`src/rtl/core/alc_pkg.sv`:
```
// Shared types and constants for the adjacent label counter.
`timescale 1ns / 1ps

package alc_pkg;

  localparam int unsigned LABEL_W       = 8;
  localparam int unsigned LABEL_COUNT   = 1 << LABEL_W;
  localparam int unsigned CFG_IDX_W     = 2;
  localparam int unsigned ALC_MAX_WIDTH = 128;

  localparam logic [LABEL_W-1:0] TARGET_RST     = 8'd0;
  localparam logic [LABEL_W-1:0] BACKGROUND_RST = 8'd46;  // '.'
  localparam logic [LABEL_W-1:0] ROW_WIDTH_RST  = 8'd128;

  typedef enum logic [CFG_IDX_W-1:0] {
    CFG_TARGET     = 2'd0,
    CFG_BACKGROUND = 2'd1,
    CFG_ROW_WIDTH  = 2'd2
  } cfg_idx_e;

  // Registered cell plus its raster context; upper label comes from the line store.
  typedef struct packed {
    logic [LABEL_W-1:0] cur_label;
    logic [LABEL_W-1:0] left_cell;
    logic               left_vld;
    logic               upper_vld;
    logic               last;
  } alc_item_t;

endpackage

```
`src/rtl/core/alc_line_store.sv`:
```
// Line store: one row of labels, one read/write port, registered read.
`timescale 1ns / 1ps

module alc_line_store import alc_pkg::*; #(
  parameter int unsigned MAX_WIDTH = ALC_MAX_WIDTH,
  localparam int unsigned AW = $clog2(MAX_WIDTH)
) (
  input  logic               clk_i,
  input  logic               en_i,
  input  logic [AW-1:0]      addr_i,
  input  logic [LABEL_W-1:0] wdata_i,
  output logic [LABEL_W-1:0] rdata_o
);

  logic [LABEL_W-1:0] mem_q [MAX_WIDTH];
  logic [LABEL_W-1:0] rdata_q;

  // Read-before-write: the read returns the label stored one row earlier.
  always_ff @(posedge clk_i) begin
    if (en_i) begin
      rdata_q      <= mem_q[addr_i];
      mem_q[addr_i] <= wdata_i;
    end
  end

  assign rdata_o = rdata_q;

endmodule

```
`src/rtl/core/alc_seen_tracker.sv`:
```
// Seen-label bitmap and running distinct count for one frame.
`timescale 1ns / 1ps

module alc_seen_tracker import alc_pkg::*; (
  input  logic               clk_i,
  input  logic               rst_ni,
  input  logic               adv_i,
  input  alc_item_t          item_i,
  input  logic [LABEL_W-1:0] upper_i,
  input  logic [LABEL_W-1:0] target_i,
  input  logic [LABEL_W-1:0] background_i,
  output logic [LABEL_W-1:0] frame_total_o
);

  logic [LABEL_COUNT-1:0] seen_q, seen_d;
  logic [LABEL_W-1:0]     total_q;

  logic               cell_is_tgt, left_is_tgt, upper_is_tgt;
  logic [LABEL_W-1:0] cand0, cand1;
  logic               cand0_vld, cand1_vld;
  logic               new0, new1;

  always_comb begin
    cell_is_tgt  = (item_i.cur_label == target_i);
    left_is_tgt  = item_i.left_vld  && (item_i.left_cell == target_i);
    upper_is_tgt = item_i.upper_vld && (upper_i == target_i);
    if (cell_is_tgt) begin
      // target cell: its left and upper neighbors are the candidates
      cand0     = item_i.left_cell;
      cand0_vld = item_i.left_vld && (item_i.left_cell != target_i)
                  && (item_i.left_cell != background_i);
      cand1     = upper_i;
      cand1_vld = item_i.upper_vld && (upper_i != target_i) && (upper_i != background_i);
    end else begin
      // non-target cell touching the target from the left or above
      cand0     = item_i.cur_label;
      cand0_vld = (item_i.cur_label != background_i) && (left_is_tgt || upper_is_tgt);
      cand1     = item_i.cur_label;
      cand1_vld = 1'b0;
    end
    new0 = cand0_vld && !seen_q[cand0];
    new1 = cand1_vld && !seen_q[cand1] && !(cand0_vld && (cand0 == cand1));
    seen_d = seen_q;
    if (new0) seen_d[cand0] = 1'b1;
    if (new1) seen_d[cand1] = 1'b1;
  end

  assign frame_total_o = total_q + LABEL_W'(new0) + LABEL_W'(new1);

  always_ff @(posedge clk_i or negedge rst_ni) begin
    if (!rst_ni) begin
      seen_q  <= '0;
      total_q <= '0;
    end else if (adv_i) begin
      if (item_i.last) begin
        seen_q  <= '0;
        total_q <= '0;
      end else begin
        seen_q  <= seen_d;
        total_q <= frame_total_o;
      end
    end
  end

endmodule

```
`src/rtl/core/adjacent_label_counter_unit.sv`:
```
// Top level: counts distinct labels 4-adjacent to a target region of a raster grid.
`timescale 1ns / 1ps

// Adjacent label counter. Cell labels stream in raster order, one transaction
// per cell, rows of row_width cells (0 acts as 1, values above MAX_WIDTH clamp
// to MAX_WIDTH). Every label other than target_label and background_label that
// shares an edge with a target cell is counted once per frame. The transaction
// flagged frame_end closes the frame: its count passes through the input
// register and the result register to the output, and the bitmap, count and
// raster position restart.
// Throughput is one cell per cycle; the line store has one port, read and
// written in the accept cycle. The input stalls only while a frame-end
// transaction waits for the output register to drain. Config writes are always
// ready and must be issued while the block is idle.

module adjacent_label_counter_unit import alc_pkg::*; #(
  parameter int unsigned MAX_WIDTH = ALC_MAX_WIDTH
) (
  input  logic                 clk_i,
  input  logic                 rst_ni,
  // cell input
  input  logic                 in_valid_i,
  output logic                 in_stall_o,
  input  logic [LABEL_W-1:0]   cell_label_i,
  input  logic                 frame_end_i,
  // result output
  output logic                 out_valid_o,
  input  logic                 out_stall_i,
  output logic [LABEL_W-1:0]   distinct_count_o,
  // config writes
  input  logic                 cfg_valid_i,
  output logic                 cfg_ready_o,
  input  logic [CFG_IDX_W-1:0] cfg_index_i,
  input  logic [LABEL_W-1:0]   cfg_data_i
);

  localparam int unsigned AW = $clog2(MAX_WIDTH);
  localparam int unsigned WW = $clog2(MAX_WIDTH + 1);
  localparam int unsigned XW = (WW > LABEL_W) ? WW : LABEL_W;

  // ---------------- config registers ----------------
  logic [LABEL_W-1:0] target_q, background_q, row_width_q;

  assign cfg_ready_o = 1'b1;

  always_ff @(posedge clk_i or negedge rst_ni) begin
    if (!rst_ni) begin
      target_q     <= TARGET_RST;
      background_q <= BACKGROUND_RST;
      row_width_q  <= ROW_WIDTH_RST;
    end else if (cfg_valid_i && cfg_ready_o) begin
      case (cfg_idx_e'(cfg_index_i))
        CFG_TARGET:     target_q     <= cfg_data_i;
        CFG_BACKGROUND: background_q <= cfg_data_i;
        CFG_ROW_WIDTH:  row_width_q  <= cfg_data_i;
        default: ;  // unused index, write dropped
      endcase
    end
  end

  // ---------------- handshake ----------------
  logic      s1_valid_q;
  alc_item_t s1_item_q;
  logic      s1_adv;
  logic      accept;
  logic      out_valid_q;
  logic [LABEL_W-1:0] distinct_count_q;

  // a frame-end item needs a free (or draining) output register
  assign s1_adv     = s1_valid_q && (!s1_item_q.last || !out_valid_q || !out_stall_i);
  assign in_stall_o = s1_valid_q && !s1_adv;
  assign accept     = in_valid_i && !in_stall_o;

  // ---------------- raster position ----------------
  logic [AW-1:0]      col_q, col_d;
  logic               first_row_q, first_row_d;
  logic [LABEL_W-1:0] left_q, left_d;
  logic [XW-1:0]      width_eff, col_next;
  logic               wrap;

  always_comb begin
    if (row_width_q == '0) begin
      width_eff = XW'(1);
    end else if (XW'(row_width_q) > XW'(MAX_WIDTH)) begin
      width_eff = XW'(MAX_WIDTH);
    end else begin
      width_eff = XW'(row_width_q);
    end
    col_next = XW'(col_q) + XW'(1);
    // >= covers a width shrunk below the current column mid-frame
    wrap     = (col_next >= width_eff);

    col_d       = wrap ? '0 : col_next[AW-1:0];
    first_row_d = first_row_q && !wrap;
    left_d      = cell_label_i;
    if (frame_end_i) begin
      col_d       = '0;
      first_row_d = 1'b1;
      left_d      = '0;
    end
  end

  always_ff @(posedge clk_i or negedge rst_ni) begin
    if (!rst_ni) begin
      col_q       <= '0;
      first_row_q <= 1'b1;
      left_q      <= '0;
    end else if (accept) begin
      col_q       <= col_d;
      first_row_q <= first_row_d;
      left_q      <= left_d;
    end
  end

  // ---------------- input register ----------------
  always_ff @(posedge clk_i or negedge rst_ni) begin
    if (!rst_ni) begin
      s1_valid_q <= 1'b0;
    end else if (accept) begin
      s1_valid_q <= 1'b1;
    end else if (s1_adv) begin
      s1_valid_q <= 1'b0;
    end
  end

  always_ff @(posedge clk_i) begin
    if (accept) begin
      s1_item_q.cur_label <= cell_label_i;
      s1_item_q.left_cell <= left_q;
      s1_item_q.left_vld  <= (col_q != '0);
      s1_item_q.upper_vld <= !first_row_q;
      s1_item_q.last      <= frame_end_i;
    end
  end

  // ---------------- line store ----------------
  logic [LABEL_W-1:0] upper_label;

  alc_line_store #(
    .MAX_WIDTH (MAX_WIDTH)
  ) u_line_store (
    .clk_i   (clk_i),
    .en_i    (accept),
    .addr_i  (col_q),
    .wdata_i (cell_label_i),
    .rdata_o (upper_label)
  );

  // ---------------- seen bitmap and count ----------------
  logic [LABEL_W-1:0] frame_total;

  alc_seen_tracker u_seen_tracker (
    .clk_i         (clk_i),
    .rst_ni        (rst_ni),
    .adv_i         (s1_adv),
    .item_i        (s1_item_q),
    .upper_i       (upper_label),
    .target_i      (target_q),
    .background_i  (background_q),
    .frame_total_o (frame_total)
  );

  // ---------------- result register ----------------
  always_ff @(posedge clk_i or negedge rst_ni) begin
    if (!rst_ni) begin
      out_valid_q <= 1'b0;
    end else if (s1_adv && s1_item_q.last) begin
      out_valid_q <= 1'b1;
    end else if (!out_stall_i) begin
      out_valid_q <= 1'b0;
    end
  end

  always_ff @(posedge clk_i) begin
    if (s1_adv && s1_item_q.last) begin
      distinct_count_q <= frame_total;
    end
  end

  assign out_valid_o      = out_valid_q;
  assign distinct_count_o = distinct_count_q;

  // ---------------- assertions ----------------
  // input backpressure comes only from a frame-end item held for the output
  a_stall_cause : assert property (@(posedge clk_i) disable iff (!rst_ni)
    in_stall_o |-> (s1_valid_q && s1_item_q.last && out_valid_q))
    else $error("input stalled without a pending frame-end result");

  // a frame-end item that moves on always lands a result
  a_result_after_last : assert property (@(posedge clk_i) disable iff (!rst_ni)
    (s1_adv && s1_item_q.last) |=> out_valid_q)
    else $error("frame end processed but no result presented");

  // past the first row, only a frame end brings the first-row flag back
  a_first_row_sticky : assert property (@(posedge clk_i) disable iff (!rst_ni)
    (accept && !frame_end_i && !first_row_q) |=> !first_row_q)
    else $error("first-row flag set again mid-frame");

endmodule
```
`config.mk`:
```
export PLATFORM = sky130hd
export DESIGN_NAME = adjacent_label_counter_unit
export DESIGN_NICKNAME = d
export VERILOG_FILES = /design/src/rtl/core/alc_pkg.sv /design/src/rtl/core/alc_line_store.sv /design/src/rtl/core/alc_seen_tracker.sv /design/src/rtl/core/adjacent_label_counter_unit.sv
export SDC_FILE = /design/constraint.sdc
export NUM_CORES = 2
export LEC_CHECK = 0
export BUFFER_PORTS_ARGS = -buffer_cell sky130_fd_sc_hd__buf_2
export CAP_MARGIN = 10
export CELL_PAD_IN_SITES_DETAIL_PLACEMENT = 1
export CELL_PAD_IN_SITES_GLOBAL_PLACEMENT = 2
export CORE_ASPECT_RATIO = 0.75
export CORE_UTILIZATION = 33
export CTS_CLUSTER_SIZE = 8
export DETAILED_ROUTE_END_ITERATION = 7
export PLACE_DENSITY_LB_ADDON = 0.3
export SLEW_MARGIN = 5
export SYNTH_ARGS = -nofsm -noshare
export SYNTH_HDL_FRONTEND = slang
export SYNTH_SLANG_ARGS = --single-unit
```
`constraint.sdc`:
```
create_clock -name clk_i -period 9.74 [get_ports clk_i]
set_input_delay 1.461 -clock clk_i [delete_from_list [all_inputs] [get_ports clk_i]]
set_output_delay 1.461 -clock clk_i [all_outputs]
set_load 0.01 [all_outputs]
```
Word-level counts from Yosys, hierarchy flattened

Memory sizes are Yosys's and may differ from the RTL's. A register that Yosys moved wholly into a read port is not among the register bits.
Cells that the tools add are included.
W data, S select, Z words.

Bits in registers: 333
Bits in latches: 0
RAM bits: 1024
Memory bits (read-only): 0
Input port bits: 24
Logic and storage cells: 106
Memories: 1

Memory list:

| memory             | depth | bits a word | read ports | clocked after Yosys merged registers in | wr ports | line                 | text |
|---|---|---|---|---|---|---|---|
| u_line_store.mem_q | 128   | 8           | 1          | 1                                       | 1        | alc_line_store.sv:15 | `logic [LABEL_W-1:0] mem_q [MAX_WIDTH];` |

$add $sub $neg: 3
Multiply operators: 0
Divide/modulo/power cells: 0
$lt $le $gt $ge: 6
Eq/ne operators: 12
Shifts and indexed selects: 0
Multiplexer cells: 28
Bitwise gates (word level): 2
Reductions and logical operators: 38

Operators by type and width:

| kind                  | count |
|---|---|
| $mux W256             | 3 |
| $or A256 B256 Y256    | 2 |
| $mux W8               | 6 |
| $ne A8 B8 Y1          | 5 |
| $eq A8 B8 Y1          | 4 |
| $logic_and A1 B1 Y1   | 18 |
| $lt A8 B9 Y1 const B  | 2 |
| $add A8 B1 Y8         | 2 |
| $bmux W1 S8           | 2 |
| $demux W1 S8          | 2 |
| $ge A8 B1 Y1 const B  | 2 |
| $mux W7               | 2 |
| $mux W1               | 13 |
| $logic_not A1 Y1      | 10 |
| $add A7 B1 Y8 const B | 1 |
| $ge A8 B8 Y1          | 1 |
| $gt A8 B8 Y1 const B  | 1 |
| $logic_not A8 Y1      | 1 |
| $reduce_bool A7 Y1    | 1 |
| $reduce_and A2 Y1     | 3 |
| $logic_or A1 B1 Y1    | 3 |
| $eq A2 B1 Y1 const B  | 1 |
| $eq A2 B2 Y1 const B  | 1 |
| $logic_not A2 Y1      | 1 |
| other kinds (2)       | 2 |

Longest topological paths before layout

Depth after elaboration: 11
Depth in mapped cells: 23
Gate-level depth less buffers: 16

Cells and area by module

A second synthesis with hierarchy kept.

Cell total of the unflattened synthesis: 4888
Area, all modules: 61921.9 sq um

By module, submodules not included:

| module                      | instances | cells an instance | area an instance (sq um) |
|---|---|---|---|
| alc_line_store              | 1         | 2475              | 40513.9 |
| alc_seen_tracker            | 1         | 2211              | 18561.6 |
| adjacent_label_counter_unit | 1         | 202               | 2846.5 |

Worst setup path after synthesis

No wires, ideal clock.

Kind: register to register
Start point: register s1_item_q[12] in the netlist's numbering
End point: register u_seen_tracker.total_q[7]
Setup time: 0.121 ns
Arrival time: 4.552 ns
Required time: 9.619 ns
Slack: 5.067 ns
Cell stages (with the launch flop): 23
Period minus slack after synthesis: 4.673 ns
Cells stage by stage: edfxtp_1 buf_2 xnor2_1 and4_4 buf_6 and3_1 buf_2 nor2_1 buf_2 buf_2 buf_2 a2111oi_0 nor4_1 a21oi_1 nand3_1 clkbuf_1 a2111oi_0 fa_1 nand3_1 nor2_1 nand3_1 xnor2_1 a22o_1

Longest elaborated chain between the ends: 9

RTL lines:

| what                                                 | line                                           | text |
|---|---|---|
| from (decl)                                          | adjacent_label_counter_unit.sv:63              | `alc_item_t s1_item_q;` |
| $eq A8 B8 Y1                                         | alc_seen_tracker.sv:24                         | `cell_is_tgt = (item_i.cur_label == target_i);` |
| $mux W8                                              | alc_seen_tracker.sv:27                         | `if (cell_is_tgt) begin` |
| $bmux W1 S8 (on tied branches)                       | alc_seen_tracker.sv:41, alc_seen_tracker.sv:42 |  |
| $mux W1 (on tied branches)                           | alc_seen_tracker.sv:41, alc_seen_tracker.sv:42 |  |
| $logic_not A1 Y1 (on tied branches)                  | alc_seen_tracker.sv:41, alc_seen_tracker.sv:42 |  |
| $logic_and A1 B1 Y1 (on tied branches)               | alc_seen_tracker.sv:41, alc_seen_tracker.sv:42 |  |
| $add A8 B1 Y8 or $logic_and A1 B1 Y1 (tied branches) | alc_seen_tracker.sv:48, alc_seen_tracker.sv:42 |  |
| $add A8 B1 Y8 *                                      | alc_seen_tracker.sv:48                         | `assign frame_total_o = total_q + LABEL_W'(new0) + LABEL_W'(new1);` |
| named net frame_total[7]                             | adjacent_label_counter_unit.sv:150             | `logic [LABEL_W-1:0] frame_total;` |
| $mux W8 *                                            | alc_seen_tracker.sv:55                         | `if (item_i.last) begin` |
| to (signal assigned)                                 | alc_seen_tracker.sv:60                         | `total_q <= frame_total_o;` |
| to (decl)                                            | alc_seen_tracker.sv:16                         | `logic [LABEL_W-1:0] total_q;` |

Mark *: on every way through the listed nets, which the timed path passes. The rest lies on a longest branch. The select of a mux whose other input is x is not followed.
A chain may end at the register's enable or synchronous reset.

Final worst setup path

Start point: register s1_item_q[13] in the netlist's numbering
End point: register u_seen_tracker.seen_q[138]

Longest elaborated chain between the ends: 11

RTL lines:

| what                                                               | line                   | text |
|---|---|---|
| $eq A8 B8 Y1                                                       | alc_seen_tracker.sv:24 |  |
| $mux W8                                                            | alc_seen_tracker.sv:27 |  |
| $lt A8 B9 Y1 (not written as such) or $ge A8 B1 Y1 (tied branches) | alc_seen_tracker.sv:44 | `if (new0) seen_d[cand0] = 1'b1;` |
| $logic_and A1 B1 Y1 (not written as such)                          | alc_seen_tracker.sv:44 |  |
| $mux W1 (not written as such)                                      | alc_seen_tracker.sv:44 |  |
| $demux W1 S8                                                       | n/a                    |  |
| $or A256 B256 Y256 (no line)                                       | n/a                    |  |
| $mux W256                                                          | alc_seen_tracker.sv:44 |  |
| $or A256 B256 Y256 (no line)                                       | n/a                    |  |
| $mux W256 *                                                        | alc_seen_tracker.sv:45 | `if (new1) seen_d[cand1] = 1'b1;` |
| $mux W256 *                                                        | alc_seen_tracker.sv:55 |  |
| to (signal assigned)                                               | alc_seen_tracker.sv:59 | `seen_q <= seen_d;` |
| to (decl)                                                          | alc_seen_tracker.sv:15 | `logic [LABEL_COUNT-1:0] seen_q, seen_d;` |

Mark *: on every way between the ends. The rest lies on a longest branch, timed or not. The select of a mux whose other input is x is not followed.

==> flow_summary.yaml <==
status:
  status: "completed"
pwr:
  p_clk_share_pct: 42.8
  power.density_mw_per_mm2: 205
  netSwitchingFraction_pct: 27.6
  seqPwrFrac_pct: 45.2
  internal-power_w: 0.0104
  power.total_w: 0.0143
  combPwrFrac_pct: 12.0
  power.leakage_nw: 21.9
  peakVddDrop_mv: 0.168
  switching_power_w: 0.00395
logic_synthesis:
  yosysSeqAreaShare_pct: 64.3
  synth_common_cells: "edfxtp_1 (1,059), a22oi_1 (417), o21ai_0 (368), clkbuf_1 (300), dfrtp_1 (300)"
  synthArstFlopShare_pct: 22.4
  syn_inst: 4969
  synth_largest_area_cell: "edfxtp_1"
  synth_edf_count: 1059
  synthTopCellsByArea: "edfxtp_1 (52%), dfrtp_1 (12%), a22oi_1 (5.1%)"
  synth_cell_types: 99
  synth_warnings: 0
  synth.most_common_cell: "edfxtp_1"
  synth-seq-cells: 1365
  ys.flop_type: "edfxtp_1"
  synth_area_mm2: 0.0614
  syn_nets: 5005
  synthDominantCellAreaShare_pct: 51.8
  synth.avg_cell_area_um2: 12.4
detailed_routing:
  vias: 48600
  drc: 0
  drt_iter0_markers: 7063
  dr.pass1.iters: 8
  ant_nets: 0
  wl_per_cell_um: 35.2
  wirelength_mm: 263
  viasPerCell: 6.51
clock_network:
  cts_setup_buffers: 0
  post_cts_resized: 0
  clkSinkCount: 1365
  root_buffer: "clkbuf_16"
  cts_htree_levels: 4
  clk_path_buf_depth: 3
  clk_pin_slew_ps: 60
  cts_hold_buf: 0
  insertion_delay_ps: 850
  cts_made_buffers: 189
  cts_tree: "yes"
global_routing:
  grt_antenna_before_repair: 7
  gr-total-overflow: 0
  grt_use_met2_pct: 36.3
  groute.usage.overall_pct: 27.4
  grt_max_degree: 165
  gr-usage-met1_pct: 42.4
  grtUsageMet3_pct: 7.92
  grt_most_used_layer: "met1"
  grt_pass1_wl_mm: 372
  grt_pass1_vias: 47200
floorplan:
  core_mm2: 0.184
  dieArea_mm2: 0.188
  rows: 136
  die_y_um: 376
  chipWidth_um: 500
  ios: 35
  start_util_pct: 33.4
finish:
  fillers: 19200
  final_net_count: 4948
  drive_gt1_share_pct: 11.3
  area_growth_pct: 13.8
critical_path:
  arrival_ps: 7980
  crit_chain: "xnor2_1 -> nand4_1 -> buf_4 -> o21ai_2 -> buf_4 -> nand2_1 -> a211oi_1 -> or4_1 -> and4b_2 -> nor2b_1 -> and3_4 -> nand4b_2 -> o221ai_1"
  crit_required_ps: 10450
  slowest_delay_ps: 1020
  critPathKind: "flop to flop"
  cp-start-kind: "flop"
  crit_fanout: 61
  cp-end-kind: "flop"
  cp_slowest_cell: "and4b_2"
  crit_top_cell: "buf_4"
timing:
  setup_tns_ps: 0
  tightest_slew_ps: 1350
  finalCriticalPeriod_ps: 7280
  report.final.hold_viol_count: 0
  setup_violations: 0
  rsz0062_at_grt: "false"
  max_freq_ghz: 0.137
  slew_viol_final: 0
  period_share_pct: 74.7
  slew_headroom_pct: 10.1
  clock_skew_ps: 85.2
job:
  maxCapViolations: 0
place:
  gp_congestion: 0.992
  dp_hpwl_mm: 164
  port_buffers: 33
min_path:
  hp-class: "flop to flop"
## final cells by class
class	instances	area [um2]	share of cell area [%]
diodes	9	22.5	0.0322
well taps	2484	3110	4.45
repair buffers	198	1570	2.24
clock inverters	15	367	0.525
multi-input cells	3108	20200	28.9
flip-flops and latches	1365	39500	56.5
clock buffers	244	4950	7.08
inverters	50	188	0.269
## worst max-delay path, delay by kind of cell, from the launching register on
family | cells | cell delay [ps]
flip-flops | 1 | 550
XOR/XNOR | 1 | 260
AND/OR/NAND/NOR | 7 | 4530
buffers and inverters | 2 | 790
AO/OA/AOI/OAI | 3 | 990
## power by group through the flow
stage	Sequential (W)	Clock, W	Combinational (W)
CTS	0.00646	0.00621	0.00168
floorplan	0.00651	0	0.000927
global route	0.00646	0.00644	0.00180
finish	0.00646	0.00613	0.00172
detailed placement	0.00657	0	0.00168
global placement	0.00657	0	0.00166
## final timing paths
kind,endpoint,slack (ps),startpoint,cells past startpoint
min,s1_item_q[9],440,left_q[6],0
max,u_seen_tracker.seen_q[138],2460,s1_item_q[13],13
min reg2reg,s1_item_q[9],440,left_q[6],0
max reg2reg,u_seen_tracker.seen_q[138],2460,s1_item_q[13],13
max in group asynchronous,col_q[4],7300,rst_ni,2
min in group asynchronous,u_seen_tracker.seen_q[190],740,rst_ni,1
## state kept, by name, indices dropped and copies added, names as in the netlist, 7 cells and up
register / count
background_q: 8
u_line_store.mem_q: 1024
s1_item_q: 19
target_q: 8
u_seen_tracker.seen_q: 256
col_q: 7
u_line_store.rdata_o: 8
row_width_q: 8
u_seen_tracker.total_q: 8
left_q: 8
distinct_count_o: 8
## cells in the final DEF, fill, tap and decap left out, types with 46 or more instances in the layout
master / n
a211oi_1: 75
a21oi_1: 162
a221oi_1: 80
a22o_1: 62
a22oi_1: 416
a31oi_1: 110
a41oi_1: 114
and3_1: 64
buf_4: 161
clkbuf_1: 54
clkbuf_16: 189
dfrtp_1: 298
edfxtp_1: 1059
inv_1: 49
nand2_1: 215
nand3_1: 254
nand4_1: 135
nor2_1: 287
nor3_1: 46
o21ai_0: 368
o22ai_1: 46
or3_1: 61
## stage by stage
stage	instances	instance area [um2]	util [%]	setup slack, ps	hold slack, ps
floorplan	4969	61400	-	5070	425
global placement	7202	64500	35.1	2820	430
detailed placement	7202	64500	35.1	2660	437
CTS	7461	69800	38.0	2670	446
global route	7465	69800	38.0	2260	458
finish	7473	69900	38.0	2460	444
## per-layer routing
layer  vias to the layer above  wire, um
met4                         2      7050
met3                       445     28700
met1                     25600    123000
li1                      19800         -
met5                         -        13
met2                      2805    105000
## kinds of logic (layout without fill, tap and decap cells)
| logic type | count (synthesis) | in the layout | share of synthesized area, % |
|---|---|---|---|
| buf+inv | 496 | 507 | 3.35 |
| compound gates | 1700 | 1700 | 19.4 |
| simple gates | 1246 | 1246 | 10.3 |
| fa+ha+maj | 12 | 12 | 0.257 |
| mux | 82 | 82 | 1.45 |
| flops | 1365 | 1365 | 64.3 |
| xor+xnor | 67 | 67 | 0.956 |
| other cells | 1 | 10 | 0.00611 |
No activity file was read; power rests on OpenSTA's default activity.
